--- src/sv/ascu_pkg.sv ---
`timescale 1ns / 1ps
// ----------------------------------------------------------------------------
// ascu_pkg
// Shared constants, command/status structs and state type for the aging
// slot cache unit.
// ----------------------------------------------------------------------------
package ascu_pkg;

   localparam int SLOT_COUNT = 80;
   localparam int SLOT_IDX_W = (SLOT_COUNT > 1) ? $clog2(SLOT_COUNT) : 1;
   localparam int KEY_W      = 16;
   localparam int AGE_W      = 2;
   localparam int KIND_W     = 2;
   localparam int SLOT_W     = 7;
   localparam int ENTRY_W    = KEY_W + AGE_W;

   localparam logic [AGE_W-1:0]  FULL_AGE    = 2'd3;

   localparam logic [KIND_W-1:0] KIND_LOOKUP = 2'd0;
   localparam logic [KIND_W-1:0] KIND_TICK   = 2'd1;
   localparam logic [KIND_W-1:0] KIND_CLEAR  = 2'd2;

   typedef logic [SLOT_IDX_W-1:0] slot_idx_type;

   typedef enum logic [2:0] {
      ST_IDLE,
      ST_SCAN,
      ST_DRAIN,
      ST_WRITE,
      ST_RESP
   } state_type;

   typedef struct packed {
      logic start;
      logic clear_all;
      logic rd_en;
      logic tick_wr;
      logic commit;
   } dp_cmd_type;

   typedef struct packed {
      logic last_addr;
   } dp_stat_type;

endpackage

--- src/sv/ascu_dpath.sv ---
`timescale 1ns / 1ps
// ----------------------------------------------------------------------------
// ascu_dpath
// Slot memory with per-slot valid bits, scan address counter, one-slot
// compare stage, search trackers and the result register.
// ----------------------------------------------------------------------------
module ascu_dpath (
   input  logic                      clock,
   input  logic                      reset,
   input  ascu_pkg::dp_cmd_type      cmd,
   output ascu_pkg::dp_stat_type     stat,
   input  logic [ascu_pkg::KEY_W-1:0] req_key,
   output logic [ascu_pkg::SLOT_W-1:0] res_slot,
   output logic                      res_hit,
   output logic                      res_load,
   output logic                      res_error
);
   import ascu_pkg::*;

   logic [ENTRY_W-1:0] slot_mem [SLOT_COUNT];

   logic [SLOT_COUNT-1:0] valid_ff, valid_in;
   slot_idx_type          addr_ff, addr_in;
   logic [ENTRY_W-1:0]    rd_data_ff;
   logic                  rd_vld_ff;
   slot_idx_type          cmp_idx_ff;
   logic                  cmp_en_ff;
   logic [KEY_W-1:0]      key_ff, key_in;

   logic                  hit_found_ff, hit_found_in;
   logic                  empty_found_ff, empty_found_in;
   logic                  aged_found_ff, aged_found_in;
   slot_idx_type          hit_idx_ff, hit_idx_in;
   slot_idx_type          empty_idx_ff, empty_idx_in;
   slot_idx_type          aged_idx_ff, aged_idx_in;

   logic [SLOT_W-1:0]     res_slot_ff, res_slot_in;
   logic                  res_hit_ff, res_hit_in;
   logic                  res_load_ff, res_load_in;
   logic                  res_error_ff, res_error_in;

   logic [KEY_W-1:0]      ent_key;
   logic [AGE_W-1:0]      ent_age;
   slot_idx_type          pick_idx;
   logic                  pick_ok;
   logic                  wr_en;
   slot_idx_type          wr_addr;
   logic [ENTRY_W-1:0]    wr_data;

   // a slot that was never written since reset or clear reads as all zero
   assign ent_key = rd_vld_ff ? rd_data_ff[ENTRY_W-1:AGE_W] : '0;
   assign ent_age = rd_vld_ff ? rd_data_ff[AGE_W-1:0] : '0;

   assign pick_ok  = hit_found_ff | empty_found_ff | aged_found_ff;
   assign pick_idx = hit_found_ff   ? hit_idx_ff   :
                     empty_found_ff ? empty_idx_ff : aged_idx_ff;

   always_comb begin
      wr_en   = 1'b0;
      wr_addr = pick_idx;
      wr_data = {key_ff, FULL_AGE};
      if (cmd.commit && pick_ok) begin
         wr_en = 1'b1;
      end else if (cmd.tick_wr && cmp_en_ff && (ent_age != '0)) begin
         wr_en   = 1'b1;
         wr_addr = cmp_idx_ff;
         wr_data = {ent_key, ent_age - AGE_W'(1)};
      end
   end

   always_comb begin
      valid_in = valid_ff;
      if (cmd.clear_all) begin
         valid_in = '0;
      end else if (wr_en) begin
         valid_in[wr_addr] = 1'b1;
      end
   end

   always_comb begin
      addr_in = addr_ff;
      if (cmd.start) begin
         addr_in = '0;
      end else if (cmd.rd_en && !stat.last_addr) begin
         addr_in = addr_ff + slot_idx_type'(1);
      end
   end

   assign stat.last_addr = (addr_ff == slot_idx_type'(SLOT_COUNT - 1));
   assign key_in = cmd.start ? req_key : key_ff;

   always_comb begin
      hit_found_in   = hit_found_ff;
      empty_found_in = empty_found_ff;
      aged_found_in  = aged_found_ff;
      hit_idx_in     = hit_idx_ff;
      empty_idx_in   = empty_idx_ff;
      aged_idx_in    = aged_idx_ff;
      if (cmd.start) begin
         hit_found_in   = 1'b0;
         empty_found_in = 1'b0;
         aged_found_in  = 1'b0;
      end else if (cmp_en_ff) begin
         // keep the first slot of each kind in scan order
         if (!hit_found_ff && (ent_key == key_ff)) begin
            hit_found_in = 1'b1;
            hit_idx_in   = cmp_idx_ff;
         end
         if (!empty_found_ff && (ent_key == '0)) begin
            empty_found_in = 1'b1;
            empty_idx_in   = cmp_idx_ff;
         end
         if (!aged_found_ff && (ent_age == '0)) begin
            aged_found_in = 1'b1;
            aged_idx_in   = cmp_idx_ff;
         end
      end
   end

   always_comb begin
      res_slot_in  = res_slot_ff;
      res_hit_in   = res_hit_ff;
      res_load_in  = res_load_ff;
      res_error_in = res_error_ff;
      if (cmd.start) begin
         res_slot_in  = '0;
         res_hit_in   = 1'b0;
         res_load_in  = 1'b0;
         res_error_in = 1'b0;
      end else if (cmd.commit) begin
         res_slot_in  = pick_ok ? SLOT_W'(pick_idx) : '0;
         res_hit_in   = hit_found_ff;
         res_load_in  = pick_ok && !hit_found_ff;
         res_error_in = !pick_ok;
      end
   end

   always_ff @(posedge clock) begin
      if (wr_en) begin
         slot_mem[wr_addr] <= wr_data;
      end
      if (cmd.rd_en) begin
         rd_data_ff <= slot_mem[addr_ff];
      end
   end

   always_ff @(posedge clock) begin
      if (reset) begin
         valid_ff  <= '0;
         cmp_en_ff <= 1'b0;
         addr_ff   <= '0;
      end else begin
         valid_ff  <= valid_in;
         cmp_en_ff <= cmd.rd_en;
         addr_ff   <= addr_in;
      end
   end

   always_ff @(posedge clock) begin
      if (cmd.rd_en) begin
         rd_vld_ff  <= valid_ff[addr_ff];
         cmp_idx_ff <= addr_ff;
      end
      key_ff         <= key_in;
      hit_found_ff   <= hit_found_in;
      empty_found_ff <= empty_found_in;
      aged_found_ff  <= aged_found_in;
      hit_idx_ff     <= hit_idx_in;
      empty_idx_ff   <= empty_idx_in;
      aged_idx_ff    <= aged_idx_in;
      res_slot_ff    <= res_slot_in;
      res_hit_ff     <= res_hit_in;
      res_load_ff    <= res_load_in;
      res_error_ff   <= res_error_in;
   end

   assign res_slot  = res_slot_ff;
   assign res_hit   = res_hit_ff;
   assign res_load  = res_load_ff;
   assign res_error = res_error_ff;

   // age write-back never collides with the slot being read
   a_no_rw_collide: assert property (@(posedge clock) disable iff (reset)
      (wr_en && cmd.rd_en) |-> (wr_addr != addr_ff))
      else $error("write-back hits the slot being read");

   a_commit_after_scan: assert property (@(posedge clock) disable iff (reset)
      cmd.commit |-> !cmp_en_ff && !cmd.rd_en)
      else $error("commit while scan still in flight");

   a_error_zero_slot: assert property (@(posedge clock) disable iff (reset)
      cmd.commit && !pick_ok |=> res_error_ff && (res_slot_ff == '0) && !res_load_ff)
      else $error("error result carries a slot or load");

endmodule

--- src/sv/ascu_ctrl.sv ---
`timescale 1ns / 1ps
// ----------------------------------------------------------------------------
// ascu_ctrl
// One-item sequencer: accept, scan (lookup/tick), commit (lookup), response.
// ----------------------------------------------------------------------------
module ascu_ctrl (
   input  logic                        clock,
   input  logic                        reset,
   input  logic                        req_tvalid,
   output logic                        req_tready,
   input  logic [ascu_pkg::KIND_W-1:0] req_kind,
   output logic                        rsp_tvalid,
   input  logic                        rsp_tready,
   output ascu_pkg::dp_cmd_type        cmd,
   input  ascu_pkg::dp_stat_type       stat
);
   import ascu_pkg::*;

   state_type          state_ff, state_in;
   logic [KIND_W-1:0]  kind_ff, kind_in;

   assign kind_in = (state_ff == ST_IDLE && req_tvalid) ? req_kind : kind_ff;

   always_comb begin
      state_in = state_ff;
      case (state_ff)
         ST_IDLE: begin
            if (req_tvalid) begin
               if (req_kind == KIND_LOOKUP || req_kind == KIND_TICK) begin
                  state_in = ST_SCAN;
               end else begin
                  state_in = ST_RESP;
               end
            end
         end
         ST_SCAN: begin
            if (stat.last_addr) begin
               state_in = ST_DRAIN;
            end
         end
         ST_DRAIN: begin
            state_in = (kind_ff == KIND_LOOKUP) ? ST_WRITE : ST_RESP;
         end
         ST_WRITE: begin
            state_in = ST_RESP;
         end
         ST_RESP: begin
            if (rsp_tready) begin
               state_in = ST_IDLE;
            end
         end
         default: begin
            state_in = ST_IDLE;
         end
      endcase
   end

   always_comb begin
      req_tready    = 1'b0;
      rsp_tvalid    = 1'b0;
      cmd           = '0;
      case (state_ff)
         ST_IDLE: begin
            req_tready    = 1'b1;
            cmd.start     = req_tvalid;
            cmd.clear_all = req_tvalid && (req_kind == KIND_CLEAR);
         end
         ST_SCAN: begin
            cmd.rd_en   = 1'b1;
            cmd.tick_wr = (kind_ff == KIND_TICK);
         end
         ST_DRAIN: begin
            cmd.tick_wr = (kind_ff == KIND_TICK);
         end
         ST_WRITE: begin
            cmd.commit = 1'b1;
         end
         ST_RESP: begin
            rsp_tvalid = 1'b1;
         end
         default: begin
            cmd = '0;
         end
      endcase
   end

   always_ff @(posedge clock) begin
      if (reset) begin
         state_ff <= ST_IDLE;
         kind_ff  <= KIND_LOOKUP;
      end else begin
         state_ff <= state_in;
         kind_ff  <= kind_in;
      end
   end

   a_scan_exit: assert property (@(posedge clock) disable iff (reset)
      (state_ff == ST_SCAN && stat.last_addr) |=> state_ff == ST_DRAIN)
      else $error("scan did not end after the last slot");

   a_commit_lookup_only: assert property (@(posedge clock) disable iff (reset)
      cmd.commit |-> kind_ff == KIND_LOOKUP)
      else $error("commit for an item that is not a lookup");

   a_no_accept_busy: assert property (@(posedge clock) disable iff (reset)
      (req_tready && rsp_tvalid) == 1'b0)
      else $error("input ready while a response is pending");

endmodule

--- src/sv/aging_slot_cache_unit.sv ---
`timescale 1ns / 1ps
// ----------------------------------------------------------------------------
// aging_slot_cache_unit
// Fully associative slot cache with 2-bit aging replacement.
// ----------------------------------------------------------------------------
// sequence: lookup runs scan, drain and write, then raises rsp_tvalid;
//   tick runs scan and drain only; clear and unused kinds go straight to the response
// throughput: one item at a time; the slot scan reads one memory entry per cycle
// reset: synchronous; clears the sequencer and the per-slot valid bits, so all
//   slots read as key 0 age 0 at once with no clearing pass
// ----------------------------------------------------------------------------
module aging_slot_cache_unit (
   input  logic        clock,
   input  logic        reset,
   input  logic        req_tvalid,
   output logic        req_tready,
   input  logic [15:0] req_tdata,   // [15:0] key
   input  logic [1:0]  req_tuser,   // [1:0] kind
   output logic        rsp_tvalid,
   input  logic        rsp_tready,
   output logic [7:0]  rsp_tdata,   // [6:0] slot, [7] zero
   output logic [2:0]  rsp_tuser    // [0] hit, [1] load, [2] error
);
   import ascu_pkg::*;

   dp_cmd_type        cmd;
   dp_stat_type       stat;
   logic [SLOT_W-1:0] res_slot;
   logic              res_hit;
   logic              res_load;
   logic              res_error;

   ascu_ctrl u_ctrl (
      .clock      (clock),
      .reset      (reset),
      .req_tvalid (req_tvalid),
      .req_tready (req_tready),
      .req_kind   (req_tuser),
      .rsp_tvalid (rsp_tvalid),
      .rsp_tready (rsp_tready),
      .cmd        (cmd),
      .stat       (stat)
   );

   ascu_dpath u_dpath (
      .clock     (clock),
      .reset     (reset),
      .cmd       (cmd),
      .stat      (stat),
      .req_key   (req_tdata),
      .res_slot  (res_slot),
      .res_hit   (res_hit),
      .res_load  (res_load),
      .res_error (res_error)
   );

   assign rsp_tdata = {1'b0, res_slot};
   assign rsp_tuser = {res_error, res_load, res_hit};

endmodule

--- config.mk ---
export PLATFORM = sky130hd
export DESIGN_NAME = aging_slot_cache_unit
export DESIGN_NICKNAME = d
export VERILOG_FILES = /design/src/sv/ascu_pkg.sv /design/src/sv/ascu_dpath.sv /design/src/sv/ascu_ctrl.sv /design/src/sv/aging_slot_cache_unit.sv
export SDC_FILE = /design/constraint.sdc
export NUM_CORES = 2
export LEC_CHECK = 0
export BUFFER_PORTS_ARGS = -buffer_cell sky130_fd_sc_hd__buf_2
export CAP_MARGIN = 15
export CELL_PAD_IN_SITES_DETAIL_PLACEMENT = 0
export CELL_PAD_IN_SITES_GLOBAL_PLACEMENT = 1
export CORE_UTILIZATION = 50
export CTS_CLUSTER_DIAMETER = 100
export DETAILED_ROUTE_END_ITERATION = 10
export PLACE_DENSITY = 0.73
export SETUP_SLACK_MARGIN = 0.5
export SYNTH_ARGS = -nofsm -noshare
export SYNTH_HDL_FRONTEND = slang
export SYNTH_SLANG_ARGS = --single-unit
--- constraint.sdc ---
create_clock -name clock -period 5.71 [get_ports clock]
set_clock_uncertainty 0.05 [all_clocks]
set_input_delay 0.8565 -clock clock [delete_from_list [all_inputs] [get_ports clock]]
set_output_delay 0.8565 -clock clock [all_outputs]
set_load 0.01 [all_outputs]
; ---- After elaboration in Yosys (flattened, before gate mapping)
; Memories as Yosys holds them, arrays and structs flattened. A register that Yosys moved wholly into a read port is not among the register bits.
; Index checks and enable logic that the tools add are counted.
[totals]
register_bits = 151
output_inout_bits = 13
ram_bits = 1440
memories = 1
inputBits = 22
[op_classes]
n_lt_le_gt_ge = 3
eq_ne = 12
n_reduce_logical = 33
bitwise = 4
n_addsub = 2
n_mux = 29
[memory_table]
columns = name, depth, word_bits, read_ports, rd_ports_with_merged_regs, write_ports, line
row1 = u_dpath.slot_mem, 80, 18, 1, 1, 1, ascu_dpath.sv:20  ; logic [ENTRY_W-1:0] slot_mem [SLOT_COUNT];
[op_table]
columns = cell, n
row1 = $or A80 B80 Y80, 1
row2 = $mux W18, 2
row3 = $mux W7, 5
row4 = $eq A16 B16 Y1, 1
row5 = $logic_not A16 Y1, 1
row6 = $lt A7 B8 Y1 const B, 2
row7 = $mux W16, 1
row8 = $mux W3, 5
row9 = $pmux W3 S5, 1
row10 = $reduce_and A3 Y1, 4
row11 = $logic_and A1 B1 Y1, 11
row12 = $mux W1, 11
row13 = $add A7 B1 Y7 const B, 1
row14 = $bmux W1 S7, 1
row15 = $demux W1 S7, 1
row16 = $eq A7 B7 Y1 const B, 1
row17 = $ge A7 B1 Y1 const B, 1
row18 = $eq A3 B2 Y1 const B, 2
row19 = $logic_not A2 Y1, 3
row20 = $reduce_and A2 Y1, 3
row21 = $reduce_or A2 Y1, 3
row22 = $logic_not A1 Y1, 5
row23 = $eq A2 B1 Y1 const B, 2
row24 = $mux W2, 2
row25 = 11 further kinds, 13

; ---- Depth between registers and ports, before layout
[logic_depth]
word_depth = 12
depth_mapped = 12
mapped_depth_nobuf = 8

; ---- Modules after synthesis
; Synthesis repeated with hierarchy kept, for this count alone.
[unflattened]
cells_unflattened = 3072
hier_area_um2 = 62743.9
[by_module_without_submodules]
columns = module, cells_each, instances, area_each_um2, seq_area_each_um2
row1 = ascu_dpath, 3030, 1, 62389.8, 47155.2
row2 = ascu_ctrl, 37, 1, 320.3, 100.1
row3 = aging_slot_cache_unit, 5, 1, 33.8, 0.0

; ---- Worst setup path before layout
; Ideal clock, no wire load.
[synth_timing]
path_kind = register -> register
from = register u_dpath.rd_vld_ff
to = memory u_dpath.slot_mem[0][15] in the netlist's numbering, data pin
setup_time_ns = 0.825
period_less_slack_ns = 6.175
slack_ns = -0.465
required_ns = 4.835
arrival_ns = 5.299
path_stages_with_launch = 11
n_path_buf = 5
path_cell_list = edfxtp_1 -> clkbuf_1 -> clkbuf_1 -> clkbuf_1 -> nand2_1 -> ha_1 -> inv_1 -> nand3_1 -> buf_2 -> clkbuf_1 -> o21ai_0
[synth_via]
elab_chain_len = 5
[synth_rtl]
columns = item, line
row1 = "start, declared", ascu_dpath.sv:25  ; logic rd_vld_ff;
row2 = "start signal, assigned", ascu_dpath.sv:161  ; rd_vld_ff <= valid_ff[addr_ff];
row3 = $mux W2, ascu_dpath.sv:52  ; assign ent_age = rd_vld_ff ? rd_data_ff[AGE_W-1:0] : '0;
row4 = $reduce_bool A2 Y1, ascu_dpath.sv:64  ; end else if (cmd.tick_wr && cmp_en_ff && (ent_age != '0)) begin
row5 = $logic_and A1 B1 Y1, ascu_dpath.sv:64
row6 = $mux W18 (*), ascu_dpath.sv:64
row7 = $mux W18 (*), ascu_dpath.sv:62  ; if (cmd.commit && pick_ok) begin
row8 = net u_dpath.wr_data[15], ascu_dpath.sv:48  ; logic [ENTRY_W-1:0] wr_data;
row9 = "end, declared", ascu_dpath.sv:20
; Mark *: on every way through the listed nets, which the timed path passes. The rest lies on a longest branch.

; ---- Worst setup path after layout
[layout_timing]
from = register u_dpath.rd_vld_ff
to = memory u_dpath.slot_mem[0][3] in the netlist's numbering, enable pin
[layout_via]
elab_chain_len = 7
[layout_rtl]
columns = item, line
row1 = $mux W2 (*), ascu_dpath.sv:52
row2 = $reduce_bool A2 Y1 (*), ascu_dpath.sv:64
row3 = $logic_and A1 B1 Y1 (*), ascu_dpath.sv:64
row4 = $mux W1, ascu_dpath.sv:64
row5 = $mux W1, ascu_dpath.sv:62
row6 = $mux W1, ascu_dpath.sv:139  ; if (wr_en) begin
row7 = $mux W1 (implied by the code), ascu_dpath.sv:140  ; slot_mem[wr_addr] <= wr_data;
; Mark *: on every way between the ends. The rest lies on a longest branch, timed or not.

==> impl_results.md <==
- Routed Antenna Nets: 0
- Synth Warn #: 0
- Vias in the first global route: between 30,000 and 40,000
- Routability cong.: 0.9038
- CP arrival: 4780 ps
- Clk pin slew, worst setup/hold paths: 60 ps
- Worst EP required: slightly above 6000 ps
- CTS tree: done
- Largest family of logic cells by synthesized area: multiplexers
- Multiplexer area fraction after synthesis: approximately 15%
- Hold Fails Final Rpt: 0
- GRT Residual Overflow: 0
- Global-route wire length before repair: around 240,000 um
- Non-filler cells, final: between 5,000 and 6,000
- DRC: 0
- Most frequent cells after synthesis: 1,503 x edfxtp_1, 320 x mux4_2, 171 x mux2i_1, 135 x nor2_1, 106 x dfxtp_1
- Post-Syn Instances: between 3,000 and 4,000
- Net Count, Synth: between 3,000 and 4,000
- Primary FF master, synth: edfxtp_1
- Initial Util: around half
- Placed Instance Area: roughly 65,000 um^2
- Final instance area: about 71,000 um^2
- R2r setup slk: approximately 1300 ps
- CTS resizes: 0
- Placement Setup Slack: 1299 ps
- Worst Tran Pin Value: around 1200 ps
- Num CTS Buffers: about 160
- Final Cycle Share: between 70 and 80%
- Leakage power: 0.02215 uW
- Final worst slack: 1271 ps
- N_diodes: 0
- FFs w/ async S/R, synth: 0%
- H-tree Lvls: 4
- Unrepaired setup endpoints after global routing: false
- Slew HR: a little under a quarter
- Skew-Pair Late Insertion Delay: roughly 800 ps
- VDD IR max: around 0.26 mV
- Area of the core: between 100,000 and 150,000 um^2
- Setup crit end kind: flop
- Syn Area/Cell: between 20 and 25 um^2
- Synth top area share: a little over 70%
- Crit Path Category: flop to flop
- Status: completed
- Largest net degree at the start of global routing: 81
- Hold buffer count at CTS: 0
- Nets: roughly 3,300
- Placed cells: around 4,700
- Cell Rows: 129
- Critical path peak fanout: 29
- Count leader, synth: edfxtp_1
- Final min period: 4439 ps
- I/O pins: 35
- Post-synth top area cell: edfxtp_1
- Synth Area in Simple Gates: roughly 2.5%
- Drt total wl: 168,500 um
- Seq/Total Area, Yosys: about three quarters
- Post-synth EDFFs: about 1,500
- Chip width: approximately 350 um
- Drt first pass iters: 5
- Setup Viol. Count Final: 0
- Pwr Density: 360.0 nW/um^2
- Vias per inst: ~6.5
- Tot GR Track Use: between 20% and 30%
- Hold WC Path Type: input pin to flop
- Antenna violations before repair: 4
- Max cap viols: 0
- Final Max Tran Viols: 0
- Via count: about 33,000
- Sink Count: 1,609
- Filler instances: 9,035
- DR WL/cell: 33.41 um
- Post-Synth Adder-Cell Area: less than 1%
- 1st-iter DRT viols: 4,489
- HPWL Detailed: 103,100 um
- Max clock buf depth: 3
- Die ar.: between 100,000 and 150,000 um^2
- Post-CTS setup buffers: 0
- Synth Area in Compound Gates: ~4.8%
- Die Y: between 300 and 400 um
- Synth area leaders: edfxtp_1 72%, mux4_2 12%, dfxtp_1 3.4%
- Area delta synth->final: 13.76%
- Yosys reg bits: roughly 1,600
- Port Buffers: 33
- Layout cells sized above 1: 27.53%
- XOR/XNOR Fraction of Synth Area: less than 1%
- Worst setup SP type: flop
- Post-Syn Area: between 60,000 and 70,000 um^2
- Synth unique cells: 76
- Final core occ: 57.31%
- Peak Freq: approximately 230 MHz
- Root buffer cell: clkbuf_16
## layer usage
metal  vias to the layer above  wire, um  GRT usage, %
met5                         -        13             0
li1                      13170         -             -
met2                      1895     77670         40.76
met1                     17270     67910         38.83
met3                       255     17590         6.590
met4                         2      5326         8.603
## cells by family (layout without fill, tap and decap cells)
family          after synthesis  in the layout
mux                         521            521
compound gates              416            416
xor+xnor                      9              9
other cells                   1              1
simple gates                335            335
buf+inv                     185            514
flops                      1609           1609
fa+ha+maj                     2              2
## layout make-up
type	count	area, um^2	share of cell area, %
sequential	1609	47270	66.72
multi-input combinational	1284	14370	20.28
clock buffer	216	4436	6.260
tap	1637	2048	2.891
timing repair buffer	203	1597	2.253
clock inverter	81	1080	1.524
inverter	14	52.55	0.07417
## critical path: stages (launching register included)
cell	delay, ps
edfxtp_1	930
nand2_1	200
ha_1	310
inv_1	230
nand3_2	260
o32ai_2	350
nand3_2	600
nor2_2	1080
## sequential cells by signal (all words and copies together), names as in the netlist
| register | flops |
|---|---|
| u_dpath.cmp_idx_ff | 7 |
| u_dpath.rd_vld_ff | 1 |
| u_dpath.rd_data_ff | 18 |
| u_dpath.empty_found_ff | 1 |
| u_ctrl.state_ff | 3 |
| u_dpath.empty_idx_ff | 7 |
| u_dpath.aged_idx_ff | 7 |
| u_dpath.slot_mem | 1440 |
| u_ctrl.kind_ff | 2 |
| u_dpath.key_ff | 16 |
| u_dpath.res_slot | 7 |
| u_dpath.addr_ff | 7 |
| u_dpath.aged_found_ff | 1 |
| u_dpath.hit_found_ff | 1 |
| u_dpath.res_hit | 1 |
| u_dpath.hit_idx_ff | 7 |
| u_dpath.res_error | 1 |
| u_dpath.res_load | 1 |
| u_dpath.cmp_en_ff | 1 |
| u_dpath.valid_ff | 80 |
## power breakdown
group          internal, uW  switching [uW]  leakage [uW]
sequential            13100            96.4        0.0148
combinational           426             927       0.00464
clock                  6480            4470       0.00268
## worst paths after layout
kind,start,end,cells past startpoint
hold reg to reg,u_dpath.valid_ff[76]$_SDFFE_PP0N_,u_dpath.valid_ff[76]$_SDFFE_PP0N_,1
setup reg to reg,u_dpath.rd_vld_ff$_DFFE_PP_,u_dpath.slot_mem[0][3]$_DFFE_PP_,7
setup / recovery,u_dpath.rd_vld_ff$_DFFE_PP_,u_dpath.slot_mem[0][3]$_DFFE_PP_,7
hold / removal,req_tdata[13],u_dpath.key_ff[13]$_DFFE_PP_,1
## metrics by stage
step	hold slack, ps	power [uW]	setup TNS, ps
3_5_place_dp	397.7	14800	0
6_report	194.0	25510	0
4_1_cts	145.4	25610	0
2_1_floorplan	356.4	14270	-376080
3_3_place_gp	391.0	14760	0
5_1_grt	172.2	26130	0
## placed cells by master, fill, tap and decap left out, drive strengths merged, types with 6 or more instances in the layout
cell	n
xnor2	6
mux2i	173
a22o	11
dfxtp	106
a31oi	7
clkinv	42
nor2	136
o21a	83
inv	23
edfxtp	1503
a2111oi	18
nor2b	21
a21oi	47
o22ai	41
a211oi	23
a221oi	6
mux4	320
nor3	15
clkbuf	216
o21ai	48
a22oi	63
o221ai	20
bufinv	22
nor4	12
clkinvlp	8
nand4	7
nand3	21
nand2	89
o31ai	8
buf	202
mux2	28
Power figures use the tool's default switching activity.
